==> src/xcfr_pkg.sv <==
`default_nettype none
package xcfr_pkg;

  // Largest payload the receiver can hold.
  localparam int MAX_PAYLOAD = 32;
  localparam int ADDR_W      = $clog2(MAX_PAYLOAD);

  localparam int BYTE_W   = 8;
  localparam int LEN_W    = 6;
  localparam int STATUS_W = 2;
  localparam int INDEX_W  = 5;
  localparam int CFG_IDX_W = 1;
  localparam int CFG_DATA_W = 8;

  // Result status codes.
  localparam logic [STATUS_W-1:0] ST_GOOD     = 2'd0;
  localparam logic [STATUS_W-1:0] ST_BAD_SUM  = 2'd1;
  localparam logic [STATUS_W-1:0] ST_BAD_SIZE = 2'd2;

  // Configuration register indexes.
  localparam logic [CFG_IDX_W-1:0] CFG_PAYLOAD_LENGTH = 1'd0;
  localparam logic [CFG_IDX_W-1:0] CFG_START_MARKER   = 1'd1;

  localparam logic [LEN_W-1:0]  PAYLOAD_LENGTH_RST = 6'd1;
  localparam logic [BYTE_W-1:0] START_MARKER_RST   = 8'd83;

  localparam logic [LEN_W-1:0] MAX_LEN = LEN_W'(MAX_PAYLOAD);

  // Commands from the controller to the datapath.
  typedef struct packed {
    logic                seed;        // length byte matched: seed the checksum
    logic                store;       // store a payload byte
    logic                clear;       // return counters to their hunting values
    logic                load_status; // put a status result in the output register
    logic [STATUS_W-1:0] status;
    logic                start_emit;  // read the first stored byte
    logic                emit_load;   // move the stored byte to the output register
  } cmd_t;

  // Status from the datapath to the controller.
  typedef struct packed {
    logic marker_hit;
    logic len_match;
    logic body_full;
    logic sum_match;
    logic emit_last;
    logic out_free;
  } stat_t;

  // Payload length clamped to the range the store supports.
  function automatic logic [LEN_W-1:0] eff_len(input logic [LEN_W-1:0] n);
    logic [LEN_W-1:0] r;
    r = n;
    if (n == '0) r = LEN_W'(1);
    if (n > MAX_LEN) r = MAX_LEN;
    return r;
  endfunction

endpackage
`default_nettype wire

==> src/xcfr_ram.sv <==
`default_nettype none
module xcfr_ram #(
  parameter int WIDTH = 8,
  parameter int DEPTH = 32,
  localparam int AW = (DEPTH > 1) ? $clog2(DEPTH) : 1
) (
  input  wire logic             clk,
  input  wire logic             we,
  input  wire logic [AW-1:0]    waddr,
  input  wire logic [WIDTH-1:0] wdata,
  input  wire logic [AW-1:0]    raddr,
  output logic      [WIDTH-1:0] rdata
);

  logic [WIDTH-1:0] mem [DEPTH];

  always_ff @(posedge clk) begin
    if (we) mem[waddr] <= wdata;
    rdata <= mem[raddr];
  end

endmodule
`default_nettype wire

==> src/xcfr_datapath.sv <==
`default_nettype none
module xcfr_datapath
  import xcfr_pkg::*;
(
  input  wire logic                  clk,
  input  wire logic                  rst_n,
  input  wire logic                  cfg_we,
  input  wire logic [CFG_IDX_W-1:0]  cfg_index,
  input  wire logic [CFG_DATA_W-1:0] cfg_data,
  input  wire logic [BYTE_W-1:0]     in_rx_byte,
  input  wire logic                  out_ready,
  input  wire cmd_t                  cmd,
  output stat_t                      stat,
  output logic                       out_valid,
  output logic [STATUS_W-1:0]        out_status,
  output logic [BYTE_W-1:0]          out_data_byte,
  output logic [INDEX_W-1:0]         out_byte_index,
  output logic                       out_last
);

  logic [LEN_W-1:0]    payload_length_r;
  logic [BYTE_W-1:0]   start_marker_r;
  logic [LEN_W-1:0]    bytes_taken_r, bytes_taken_nxt;
  logic [BYTE_W-1:0]   running_xor_r, running_xor_nxt;
  logic [LEN_W-1:0]    rd_idx_r, rd_idx_nxt;
  logic                out_valid_r;
  logic [STATUS_W-1:0] out_status_r;
  logic [BYTE_W-1:0]   out_data_byte_r;
  logic [INDEX_W-1:0]  out_byte_index_r;
  logic                out_last_r;

  logic [LEN_W-1:0]  len;
  logic [LEN_W-1:0]  rd_idx_inc;
  logic [ADDR_W-1:0] raddr;
  logic [BYTE_W-1:0] rdata;

  assign len        = eff_len(payload_length_r);
  assign rd_idx_inc = rd_idx_r + LEN_W'(1);

  always_comb begin
    stat.marker_hit = (in_rx_byte == start_marker_r);
    stat.len_match  = (in_rx_byte == {{(BYTE_W-LEN_W){1'b0}}, len});
    stat.body_full  = (bytes_taken_r >= len);
    stat.sum_match  = (in_rx_byte == running_xor_r);
    stat.emit_last  = (rd_idx_inc == len);
    stat.out_free   = !out_valid_r || out_ready;
  end

  always_ff @(posedge clk) begin
    if (!rst_n) begin
      payload_length_r <= PAYLOAD_LENGTH_RST;
      start_marker_r   <= START_MARKER_RST;
    end else if (cfg_we) begin
      case (cfg_index)
        CFG_PAYLOAD_LENGTH: payload_length_r <= cfg_data[LEN_W-1:0];
        CFG_START_MARKER:   start_marker_r   <= cfg_data;
        default: ;
      endcase
    end
  end

  always_comb begin
    bytes_taken_nxt = bytes_taken_r;
    running_xor_nxt = running_xor_r;
    if (cmd.clear) begin
      bytes_taken_nxt = '0;
      running_xor_nxt = '0;
    end else if (cmd.seed) begin
      bytes_taken_nxt = '0;
      running_xor_nxt = {{(BYTE_W-LEN_W){1'b0}}, len};
    end else if (cmd.store) begin
      bytes_taken_nxt = bytes_taken_r + LEN_W'(1);
      running_xor_nxt = running_xor_r ^ in_rx_byte;
    end
  end

  // The read address runs one ahead when a byte leaves, so a run streams
  // at one byte per cycle while the output register is free.
  always_comb begin
    rd_idx_nxt = rd_idx_r;
    raddr      = rd_idx_r[ADDR_W-1:0];
    if (cmd.start_emit) begin
      rd_idx_nxt = '0;
      raddr      = '0;
    end else if (cmd.emit_load) begin
      rd_idx_nxt = rd_idx_inc;
      raddr      = rd_idx_inc[ADDR_W-1:0];
    end
  end

  always_ff @(posedge clk) begin
    if (!rst_n) begin
      bytes_taken_r <= '0;
      running_xor_r <= '0;
      rd_idx_r      <= '0;
      out_valid_r   <= 1'b0;
    end else begin
      bytes_taken_r <= bytes_taken_nxt;
      running_xor_r <= running_xor_nxt;
      rd_idx_r      <= rd_idx_nxt;
      if (cmd.load_status || cmd.emit_load) out_valid_r <= 1'b1;
      else if (out_ready)                   out_valid_r <= 1'b0;
    end
  end

  always_ff @(posedge clk) begin
    if (cmd.load_status) begin
      out_status_r     <= cmd.status;
      out_data_byte_r  <= '0;
      out_byte_index_r <= '0;
      out_last_r       <= 1'b1;
    end else if (cmd.emit_load) begin
      out_status_r     <= ST_GOOD;
      out_data_byte_r  <= rdata;
      out_byte_index_r <= rd_idx_r[INDEX_W-1:0];
      out_last_r       <= stat.emit_last;
    end
  end

  xcfr_ram #(
    .WIDTH(BYTE_W),
    .DEPTH(MAX_PAYLOAD)
  ) u_store (
    .clk  (clk),
    .we   (cmd.store),
    .waddr(bytes_taken_r[ADDR_W-1:0]),
    .wdata(in_rx_byte),
    .raddr(raddr),
    .rdata(rdata)
  );

  assign out_valid      = out_valid_r;
  assign out_status     = out_status_r;
  assign out_data_byte  = out_data_byte_r;
  assign out_byte_index = out_byte_index_r;
  assign out_last       = out_last_r;

endmodule
`default_nettype wire

==> src/xcfr_ctrl.sv <==
`default_nettype none
module xcfr_ctrl
  import xcfr_pkg::*;
(
  input  wire logic  clk,
  input  wire logic  rst_n,
  input  wire logic  in_valid,
  output logic       in_ready,
  input  wire stat_t stat,
  output cmd_t       cmd
);

  typedef enum logic [3:0] {
    S_HUNT = 4'b0001,
    S_LEN  = 4'b0010,
    S_BODY = 4'b0100,
    S_EMIT = 4'b1000
  } state_t;

  state_t state_r, state_nxt;
  logic   accept;

  assign in_ready = (state_r != S_EMIT) && stat.out_free;
  assign accept   = in_valid && in_ready;

  always_comb begin
    state_nxt = state_r;
    cmd       = '0;
    case (state_r)
      S_HUNT: begin
        if (accept && stat.marker_hit) state_nxt = S_LEN;
      end
      S_LEN: begin
        if (accept) begin
          if (stat.len_match) begin
            cmd.seed  = 1'b1;
            state_nxt = S_BODY;
          end else begin
            cmd.clear       = 1'b1;
            cmd.load_status = 1'b1;
            cmd.status      = ST_BAD_SIZE;
            state_nxt       = S_HUNT;
          end
        end
      end
      S_BODY: begin
        if (accept) begin
          if (!stat.body_full) begin
            cmd.store = 1'b1;
          end else if (!stat.sum_match) begin
            cmd.clear       = 1'b1;
            cmd.load_status = 1'b1;
            cmd.status      = ST_BAD_SUM;
            state_nxt       = S_HUNT;
          end else begin
            cmd.clear      = 1'b1;
            cmd.start_emit = 1'b1;
            state_nxt      = S_EMIT;
          end
        end
      end
      S_EMIT: begin
        if (stat.out_free) begin
          cmd.emit_load = 1'b1;
          if (stat.emit_last) state_nxt = S_HUNT;
        end
      end
      default: state_nxt = S_HUNT;
    endcase
  end

  always_ff @(posedge clk) begin
    if (!rst_n) state_r <= S_HUNT;
    else        state_r <= state_nxt;
  end

endmodule
`default_nettype wire

==> src/xor_checked_frame_receiver.sv <==
`default_nettype none
// A status result is in the output register in the cycle after the request that causes it.
// A good frame's first byte is read from the store, then loaded when the output register is free.
// Throughput: one request per cycle while the output register is free; a good frame then holds
// input off while its L stored bytes stream out at one per cycle, as the output register allows.
// Reset (synchronous, active low) returns to hunting and restores the register defaults.
// The payload store is not cleared; it is always written before it is read.

// Framed byte receiver. Each request carries one received byte. The controller
// hunts for the start marker, checks the length byte against the configured
// payload length (clamped to 1..MAX_PAYLOAD), collects the payload into a small
// RAM while the datapath keeps a running XOR seeded with the length, and then
// compares the next byte with that XOR. A length mismatch or a checksum mismatch
// yields a single status result. A good frame replays the stored payload as a run
// of results with the last flag on the final byte.
//
// The controller and datapath talk only through the command and status structs.
// Results leave through one output register; a new request is taken whenever that
// register is empty or being drained and no payload run is streaming out. While a
// result sits unclaimed in the register, the input waits.
module xor_checked_frame_receiver
  import xcfr_pkg::*;
(
  input  wire logic                  clk,
  input  wire logic                  rst_n,
  input  wire logic                  cfg_we,
  input  wire logic [CFG_IDX_W-1:0]  cfg_index,
  input  wire logic [CFG_DATA_W-1:0] cfg_data,
  input  wire logic                  in_valid,
  output logic                       in_ready,
  input  wire logic [BYTE_W-1:0]     in_rx_byte,
  output logic                       out_valid,
  input  wire logic                  out_ready,
  output logic [STATUS_W-1:0]        out_status,
  output logic [BYTE_W-1:0]          out_data_byte,
  output logic [INDEX_W-1:0]         out_byte_index,
  output logic                       out_last
);

  cmd_t  cmd;
  stat_t stat;

  // Sequencing of the frame phases.
  xcfr_ctrl u_ctrl (
    .clk     (clk),
    .rst_n   (rst_n),
    .in_valid(in_valid),
    .in_ready(in_ready),
    .stat    (stat),
    .cmd     (cmd)
  );

  // Configuration, counters, checksum, payload store and output register.
  xcfr_datapath u_dp (
    .clk           (clk),
    .rst_n         (rst_n),
    .cfg_we        (cfg_we),
    .cfg_index     (cfg_index),
    .cfg_data      (cfg_data),
    .in_rx_byte    (in_rx_byte),
    .out_ready     (out_ready),
    .cmd           (cmd),
    .stat          (stat),
    .out_valid     (out_valid),
    .out_status    (out_status),
    .out_data_byte (out_data_byte),
    .out_byte_index(out_byte_index),
    .out_last      (out_last)
  );

endmodule
`default_nettype wire

==> config.mk <==
export PLATFORM = sky130hd
export DESIGN_NAME = xor_checked_frame_receiver
export DESIGN_NICKNAME = d
export VERILOG_FILES = /design/src/xcfr_pkg.sv /design/src/xcfr_ram.sv /design/src/xcfr_datapath.sv /design/src/xcfr_ctrl.sv /design/src/xor_checked_frame_receiver.sv
export SDC_FILE = /design/constraint.sdc
export NUM_CORES = 1
export LEC_CHECK = 0
export BUFFER_PORTS_ARGS = -buffer_cell sky130_fd_sc_hd__buf_2
export CAP_MARGIN = 20
export CORE_ASPECT_RATIO = 0.6
export CORE_MARGIN = 5
export CORE_UTILIZATION = 67
export CTS_BUF_LIST = sky130_fd_sc_hd__clkbuf_8 sky130_fd_sc_hd__clkbuf_16
export CTS_CLUSTER_SIZE = 12
export DETAILED_ROUTE_END_ITERATION = 10
export PLACE_DENSITY_LB_ADDON = 0.3
export SLEW_MARGIN = 10
export SYNTH_ARGS = -nofsm -noshare
export SYNTH_HDL_FRONTEND = slang
export SYNTH_SLANG_ARGS = --single-unit
==> constraint.sdc <==
create_clock -name clk -period 6 [get_ports clk]
set_clock_uncertainty 0.05 [all_clocks]
set_input_delay 1.8 -clock clk [delete_from_list [all_inputs] [get_ports clk]]
set_output_delay 1.8 -clock clk [all_outputs]
set_load 0.03 [all_outputs]
==> summary.txt, run 1 <==
Setup path
  • Cell with the largest stage delay on the worst path: sky130_fd_sc_hd__nor2b_1
  • Largest stage delay on the critical path: 0.57 ns
  • CP Class: primary input to output port
  • Critical Path Source Type: primary input
  • Launching point of the worst reg2reg path: u_dp.payload_length_r[1]
  • Arrival time at the worst endpoint: 2.89 ns
  • Worst setup path start: out_ready
  • Required time worst endpoint: 4.15 ns
  • Cell mode on critical path: sky130_fd_sc_hd__buf_2
  • Crit end category: output port
  • CP max FO: 5
  • Cell-by-cell trace of the critical path: buf_2, nor2b_1, nor2_1, buf_2

Logic synthesis
  • Share of synthesized area occupied by flip-flops and latches: 0.638
  • Prevailing post-synth register cell: sky130_fd_sc_hd__edfxtp_1
  • Distinct cell type count of the synthesized netlist: 66
  • Fraction of registers with async set or reset after synthesis: 0
  • Number of flip-flops and latches in the synthesized netlist: 319
  • Most frequent cell after synthesis: sky130_fd_sc_hd__edfxtp_1
  • Synthesis warning total: 0
  • Commonest cells in the netlist: sky130_fd_sc_hd__edfxtp_1, sky130_fd_sc_hd__a21oi_1, sky130_fd_sc_hd__nor2_1
  • Area of the mapped netlist: 14100 µm²
  • Number of enable-type register cells in the synthesized netlist: between 200 and 300
  • Largest cells by area after synthesis: sky130_fd_sc_hd__edfxtp_1, sky130_fd_sc_hd__dfxtp_1, sky130_fd_sc_hd__mux2i_1
  • Synth top area share: 0.551
  • Library cell occupying the most area in the post-synthesis netlist: sky130_fd_sc_hd__edfxtp_1
  • Post-Synthesis Cells: 1111
  • Avg Synthesized Cell Area: 12.6 µm²
  • Post-Synthesis Net Count: 1144

Clocking
  • H-tree level count: 1
  • Maximum clock insertion buffer count: 3
  • Cell chosen for the clock root: sky130_fd_sc_hd__clkbuf_16
  • Number of buffers created by CTS: 30
  • Clock tree from TritonCTS: built
  • Cts-stage hold buffer count: 0
  • Clk slew on worst S/H paths: 0.06 ns
  • Clk sink count: 319
  • PostCTS Resize Cnt: 0
  • Post-CTS Repair Setup Buffers: 0
  • Worst-Skew Late Latency: 0.56 ns

STA
  • Final sum of negative setup slack: 0 ns
  • Final min period: approximately 4.7 ns
  • Relative slew slack: 0.407
  • Setup repair after global routing missed its margin: false
  • Setup Viol. Count Final: 0
  • Final worst path period share: 0.790
  • Max Transition Viols Final: 0
  • Actual slew at the worst max-slew pin: 0.884 ns
  • Final Hold Fails: 0
  • Highest attainable clock frequency: 211 MHz

Finish
  • Total Nets Final: 1161
  • Design area: 15400 µm²
  • Final cell utilization of the core: 0.739
  • N_diodes: 0
  • Final cell count without fillers: 1431
  • Layout area overhead: 9.51%
  • Layout cells sized above 1: 0.115

Floorplan
  • Vertical die dimension: 122 µm
  • Number of primary I/O pins: 40
  • # rows: a little over 40
  • Floorplan die area: 24100 µm²
  • Horizontal die dimension: 197 µm
  • Starting density of the core: 0.675
  • Core footprint: 20800 µm²

Drt
  • Antenna-violating nets left: 0
  • Remaining design rule violation count: 0
  • Via count: between 9000 and 10000
  • Post-detailed-routing wire length: roughly 36000 µm
  • Via density per instance: roughly 7
  • Drt wl/cell: 25.3 µm
  • Number of DRC markers in iteration 0: 1557
  • First-pass DRT Iterations: 6

Worst hold path
  • Class of the tightest hold or removal check: register to register
  • Start point of the worst min-delay path: u_dp.out_data_byte[5]

Run
  • Max capacitance violation total: 0

Placed design
  • Placed cell areas: 14500 µm²
  • Placed cell count: 1373
  • Final estimated routing congestion in global placement: 0.963
  • Number of buffers added on ports: 39
  • Detailed placer's ending HPWL: around 23000 µm

Global routing
  • Number of antenna violations at the first check in global routing: 1
  • Global route total overflow: 0
  • Global-route wire length before repair: 54000 µm
  • Largest net degree at the start of global routing: 74
  • All-layer global routing usage: 0.299
  • Via count of the first global-routing pass: 8803

Power
  • IR drop worst, VDD: 0.214 mV
  • Leakage: 5.56 nW
  • Pwr/cell area: 275 nW/µm²

Status
  • Outcome: finished, final reports clean
==> logic make-up (layout without fill, tap and decap cells) <==
group	count (synthesis)	in the layout	synth area share
DFF	319	319	0.638
and+or+nand+nor	276	276	0.0972
buffers and inverters	92	133	0.0310
AOI/OAI and AO/OA	301	301	0.144
adders and majority gates	11	11	0.00979
xor gates and xnor gates	40	40	0.0280
muxes	72	72	0.0515
==> stage by stage <==
step | hold slack (ns) | power (mW) | worst slack [ns]
6_report | 0.403 | 4.23 | 1.26
5_1_grt | 0.422 | 4.34 | 1.19
4_1_cts | 0.405 | 4.24 | 1.28
3_5_place_dp | 0.396 | 2.57 | 1.13
3_3_place_gp | 0.393 | 2.56 | 1.18
2_1_floorplan | 0.365 | 2.50 | 1.58
==> final cells by class <==
| cell class | instances | area (µm²) |
|---|---|---|
| inverter | 10 | 37.5 |
| clock inverter | 24 | 90.1 |
| fill | 1362 | 5440 |
| tap | 279 | 349 |
| multi-input combinational | 700 | 4720 |
| clock buffer | 32 | 790 |
| sequential | 319 | 8970 |
| timing repair buffer | 67 | 438 |
==> power breakdown <==
part | total, mW | internal, mW | switching [mW] | leakage [nW]
clock network | 1.71 | 0.934 | 0.776 | 0.517
logic | 0.118 | 0.0342 | 0.0838 | 2.23
registers | 2.40 | 2.39 | 0.0106 | 2.81
==> layout by cell type (no fill, tap or decap), types with 11 or more instances in the layout <==
cell type,count
sky130_fd_sc_hd__inv_1,34
sky130_fd_sc_hd__edfxtp_1,258
sky130_fd_sc_hd__a21oi_1,103
sky130_fd_sc_hd__o21a_1,25
sky130_fd_sc_hd__nor2_1,96
sky130_fd_sc_hd__mux2i_1,69
sky130_fd_sc_hd__nand2_1,71
sky130_fd_sc_hd__dfxtp_1,60
sky130_fd_sc_hd__xor2_1,20
sky130_fd_sc_hd__o22ai_1,32
sky130_fd_sc_hd__o21ai_0,12
sky130_fd_sc_hd__o221ai_1,24
sky130_fd_sc_hd__buf_4,25
sky130_fd_sc_hd__xnor2_1,15
sky130_fd_sc_hd__or3_1,30
sky130_fd_sc_hd__clkbuf_16,31
sky130_fd_sc_hd__a22oi_1,32
sky130_fd_sc_hd__nand3_1,14
sky130_fd_sc_hd__a221oi_1,33
sky130_fd_sc_hd__ha_1,11
sky130_fd_sc_hd__buf_2,39
==> final timing paths <==
path                           end  slack (ns)  depth (start not counted)
max                       in_ready        1.26                          4
min          u_dp.out_data_byte[5]        0.40                          2
max reg2reg  u_dp.u_store.rdata[3]        1.36                         14
min reg2reg  u_dp.out_data_byte[5]        0.40                          2
==> sequential cells by signal, indices dropped and copies added, names as in the netlist <==
signal,count
u_dp.running_xor_r,8
u_dp.out_last,1
u_ctrl.state_r,4
u_dp.bytes_taken_r,6
u_dp.u_store.mem,256
u_dp.rd_idx_r,6
u_dp.out_valid,1
u_dp.out_data_byte,8
u_dp.start_marker_r,8
u_dp.u_store.rdata,8
u_dp.payload_length_r,6
u_dp.out_byte_index,5
u_dp.out_status,2
==> worst max-delay path, delay by kind of cell <==
family	cells	cell delay (ns)
buffers and inverters	2	0.34
AND/OR/NAND/NOR	2	0.75
==> layer usage <==
metal | global-route usage | share of wire
met1 | 0.468 | 0.41
met4 | 0.0697 | 0.024
met5 | 0 | 0.00036
met2 | 0.403 | 0.41
met3 | 0.104 | 0.15
No activity file was read; power rests on OpenSTA's default activity.
==> inputs of run 2 (changes only) <==
CORE_UTILIZATION = 56   (was 67)
clock period = 4.2 ns   (was 6 ns; I/O delays follow)
==> summary.txt, run 2 (synthesized netlist as in run 1, its figures left out) <==
Finish
  • Layout cells sized above 1: 0.150 (+0.0342)
  • Largest Register: u_dp.u_store.mem
  • Commonest cells after routing, fill and taps aside: sky130_fd_sc_hd__edfxtp_1, sky130_fd_sc_hd__a21oi_1, sky130_fd_sc_hd__nor2_1
  • Total Nets Final: 1204 (+3.7%)
  • Combined flip-flop and latch cell area: 8970 µm² (unchanged)
  • Final cell utilization of the core: 0.647 (-0.0918)
  • Final cell count without fillers: 1518 (+6.1%)
  • Layout area overhead: 12.6%
  • N_diodes: 0 (unchanged)
  • Leading cell type in the layout, fill and taps excluded: sky130_fd_sc_hd__edfxtp_1
  • # fillers: 1816 (+33%)
  • Multi-input combinational cell area: 4720 µm² (unchanged)
  • Max FFs per register: 256 (unchanged)

STA
  • Worst hold margin: 0.402 ns (-0.00165 ns)
  • Final worst path period share: 0.953
  • Final Hold Fails: 0 (unchanged)
  • Highest attainable clock frequency: 250 MHz
  • Setup Viol. Count Final: 0 (unchanged)
  • Final sum of negative setup slack: 0 ns (unchanged)
  • Setup repair after global routing missed its margin: false
  • Max Transition Viols Final: 0 (unchanged)
  • Actual slew at the worst max-slew pin: 1.07 ns (+0.188 ns)
  • Relative slew slack: 0.283 (-0.125)
  • Final min period: 4.00 ns

Setup path
  • CP max FO: 65 (+60)
  • Launching point of the worst reg2reg path: u_ctrl.state_r[3]
  • Critical Path Source Type: primary input
  • Family of cells with the greatest summed delay on the critical path: compound AO/OA/AOI/OAI gates
  • Largest stage delay on the critical path: 0.70 ns (+0.13 ns)
  • Cell with the largest stage delay on the worst path: sky130_fd_sc_hd__nor4_1
  • CP Class: primary input to register
  • Required time worst endpoint: 4.56 ns (+0.41 ns)
  • Cell-by-cell trace of the critical path: buf_2, xor2_1, nor4_1, nand2_1, o31ai_4, buf_12, o22ai_1, o221ai_1, o2111ai_1
  • Worst setup path start: in_rx_byte[2]
  • Sum of buffers and inverters on the critical path: 2 (unchanged)
  • Arrival time at the worst endpoint: 4.36 ns (+1.47 ns)
  • Crit end category: register

Status
  • Outcome: finished, final reports clean

Global routing
  • Global route total overflow: 0 (unchanged)
  • All-layer global routing usage: 0.266 (-0.0329)
  • Global-route wire length before repair: 58000 µm (+7.6%)
  • Number of antenna violations at the first check in global routing: 2 (+1)
  • Largest net degree at the start of global routing: 83 (+12%)
  • Via count of the first global-routing pass: 9311 (+5.8%)

Power
  • Power consumption: 6.14 mW (+45%)
  • Pwr/cell area: 388 nW/µm² (+41%)
  • IR drop worst, VDD: 0.377 mV (+76%)
  • Leakage: 5.80 nW (+4.4%)

Drt
  • WL met1: 16400 µm (+9.3%)
  • Met3 routed WL: 5540 µm (+1.6%)
  • Remaining design rule violation count: 0 (unchanged)
  • Number of DRC markers in iteration 0: 1349 (-13%)
  • Drt wl/cell: 25.5 µm (+0.67%)
  • Via count: 9892 (+0.46%)
  • First-pass DRT Iterations: 6 (unchanged)
  • Met2 routed WL: 16000 µm (+7.0%)
  • Post-detailed-routing wire length: 38700 µm (+6.8%)
  • Antenna-violating nets left: 0 (unchanged)
  • Via density per instance: 6.52 (-5.3%)
  • Uppermost layer routed: met5

Clocking
  • Post-CTS Repair Setup Buffers: 0 (unchanged)
  • Maximum clock insertion buffer count: 3 (unchanged)
  • Clk slew on worst S/H paths: 0.06 ns (about the same)
  • Clock tree from TritonCTS: built
  • Clk sink count: 319 (unchanged)
  • Number of buffers created by CTS: 31 (+3.3%)
  • H-tree level count: 1 (unchanged)
  • Cell chosen for the clock root: sky130_fd_sc_hd__clkbuf_16
  • Worst-Skew Late Latency: 0.57 ns (about the same)

Placed design
  • Placed cell count: 1460 (+6.3%)
  • Detailed placer's ending HPWL: 25500 µm (+9.3%)
  • Final estimated routing congestion in global placement: 0.929 (-3.5%)
  • Number of buffers added on ports: 39 (unchanged)

Run
  • Max capacitance violation total: 0 (unchanged)

Floorplan
  • Starting density of the core: 0.575 (-0.0998)
  • Horizontal die dimension: 215 µm (+8.9%)
  • Vertical die dimension: 133 µm (+8.6%)
  • Number of primary I/O pins: 40 (unchanged)
  • Core footprint: 24400 µm² (+17%)
  • # rows: 44 (+7.3%)
  • Floorplan die area: 28500 µm² (+18%)

Worst hold path
  • Start point of the worst min-delay path: u_dp.out_data_byte[1]
  • Class of the tightest hold or removal check: register to register
## run 2: power by group
group	internal (mW)	switching [mW]
Combinational	0.0526	0.126
Clock	1.36	1.17
Sequential	3.42	0.0108
## run 2: per-layer routing
metal / track usage / up-vias
met5: 0 / -
met4: 0.0597 / 4
met3: 0.126 / 66
met2: 0.362 / 575
met1: 0.390 / 4847
li1: - / 4400
## run 2: final timing paths
| check | to | slack, ns | cells past startpoint |
|---|---|---|---|
| worst max-delay path | u_dp.u_store.rdata[7] | 0.20 | 9 |
| worst max register to register | u_dp.u_store.rdata[7] | 0.31 | 9 |
| worst min-delay path | u_dp.out_data_byte[1] | 0.40 | 2 |
| worst min register to register | u_dp.out_data_byte[1] | 0.40 | 2 |
## run 2: layout make-up
| cell class | count | area share |
|---|---|---|
| multi-input combinational | 700 | 0.298 |
| sequential | 319 | 0.567 |
| clock inverter | 25 | 0.00664 |
| clock buffer | 33 | 0.0508 |
| timing repair buffer | 109 | 0.0495 |
| tap | 322 | 0.0255 |
| inverter | 10 | 0.00237 |
## run 2: through the flow
| step | worst slack, ns | area (µm²) |
|---|---|---|
| global route | 0.0657 | 15800 |
| finish | 0.196 | 15800 |
| detailed placement | -0.164 | 14900 |
| global placement | -0.130 | 14900 |
| floorplan | 0.619 | 14100 |
| CTS | 0.369 | 15800 |
## run 2: what timing repair did
| action | in CTS | in global routing |
|---|---|---|
| resized for setup | 0 | 1 |
| hold buffers | 0 | 0 |
| setup endpoints to repair | 0 | 1 |
## run 2: tightest hold or removal path: cells and delay by family, from the launching register on
kind	cells	cell delay, ns
AO/OA/AOI/OAI	1	0.05
flip-flops	1	0.31
AND/OR/NAND/NOR	1	0.05
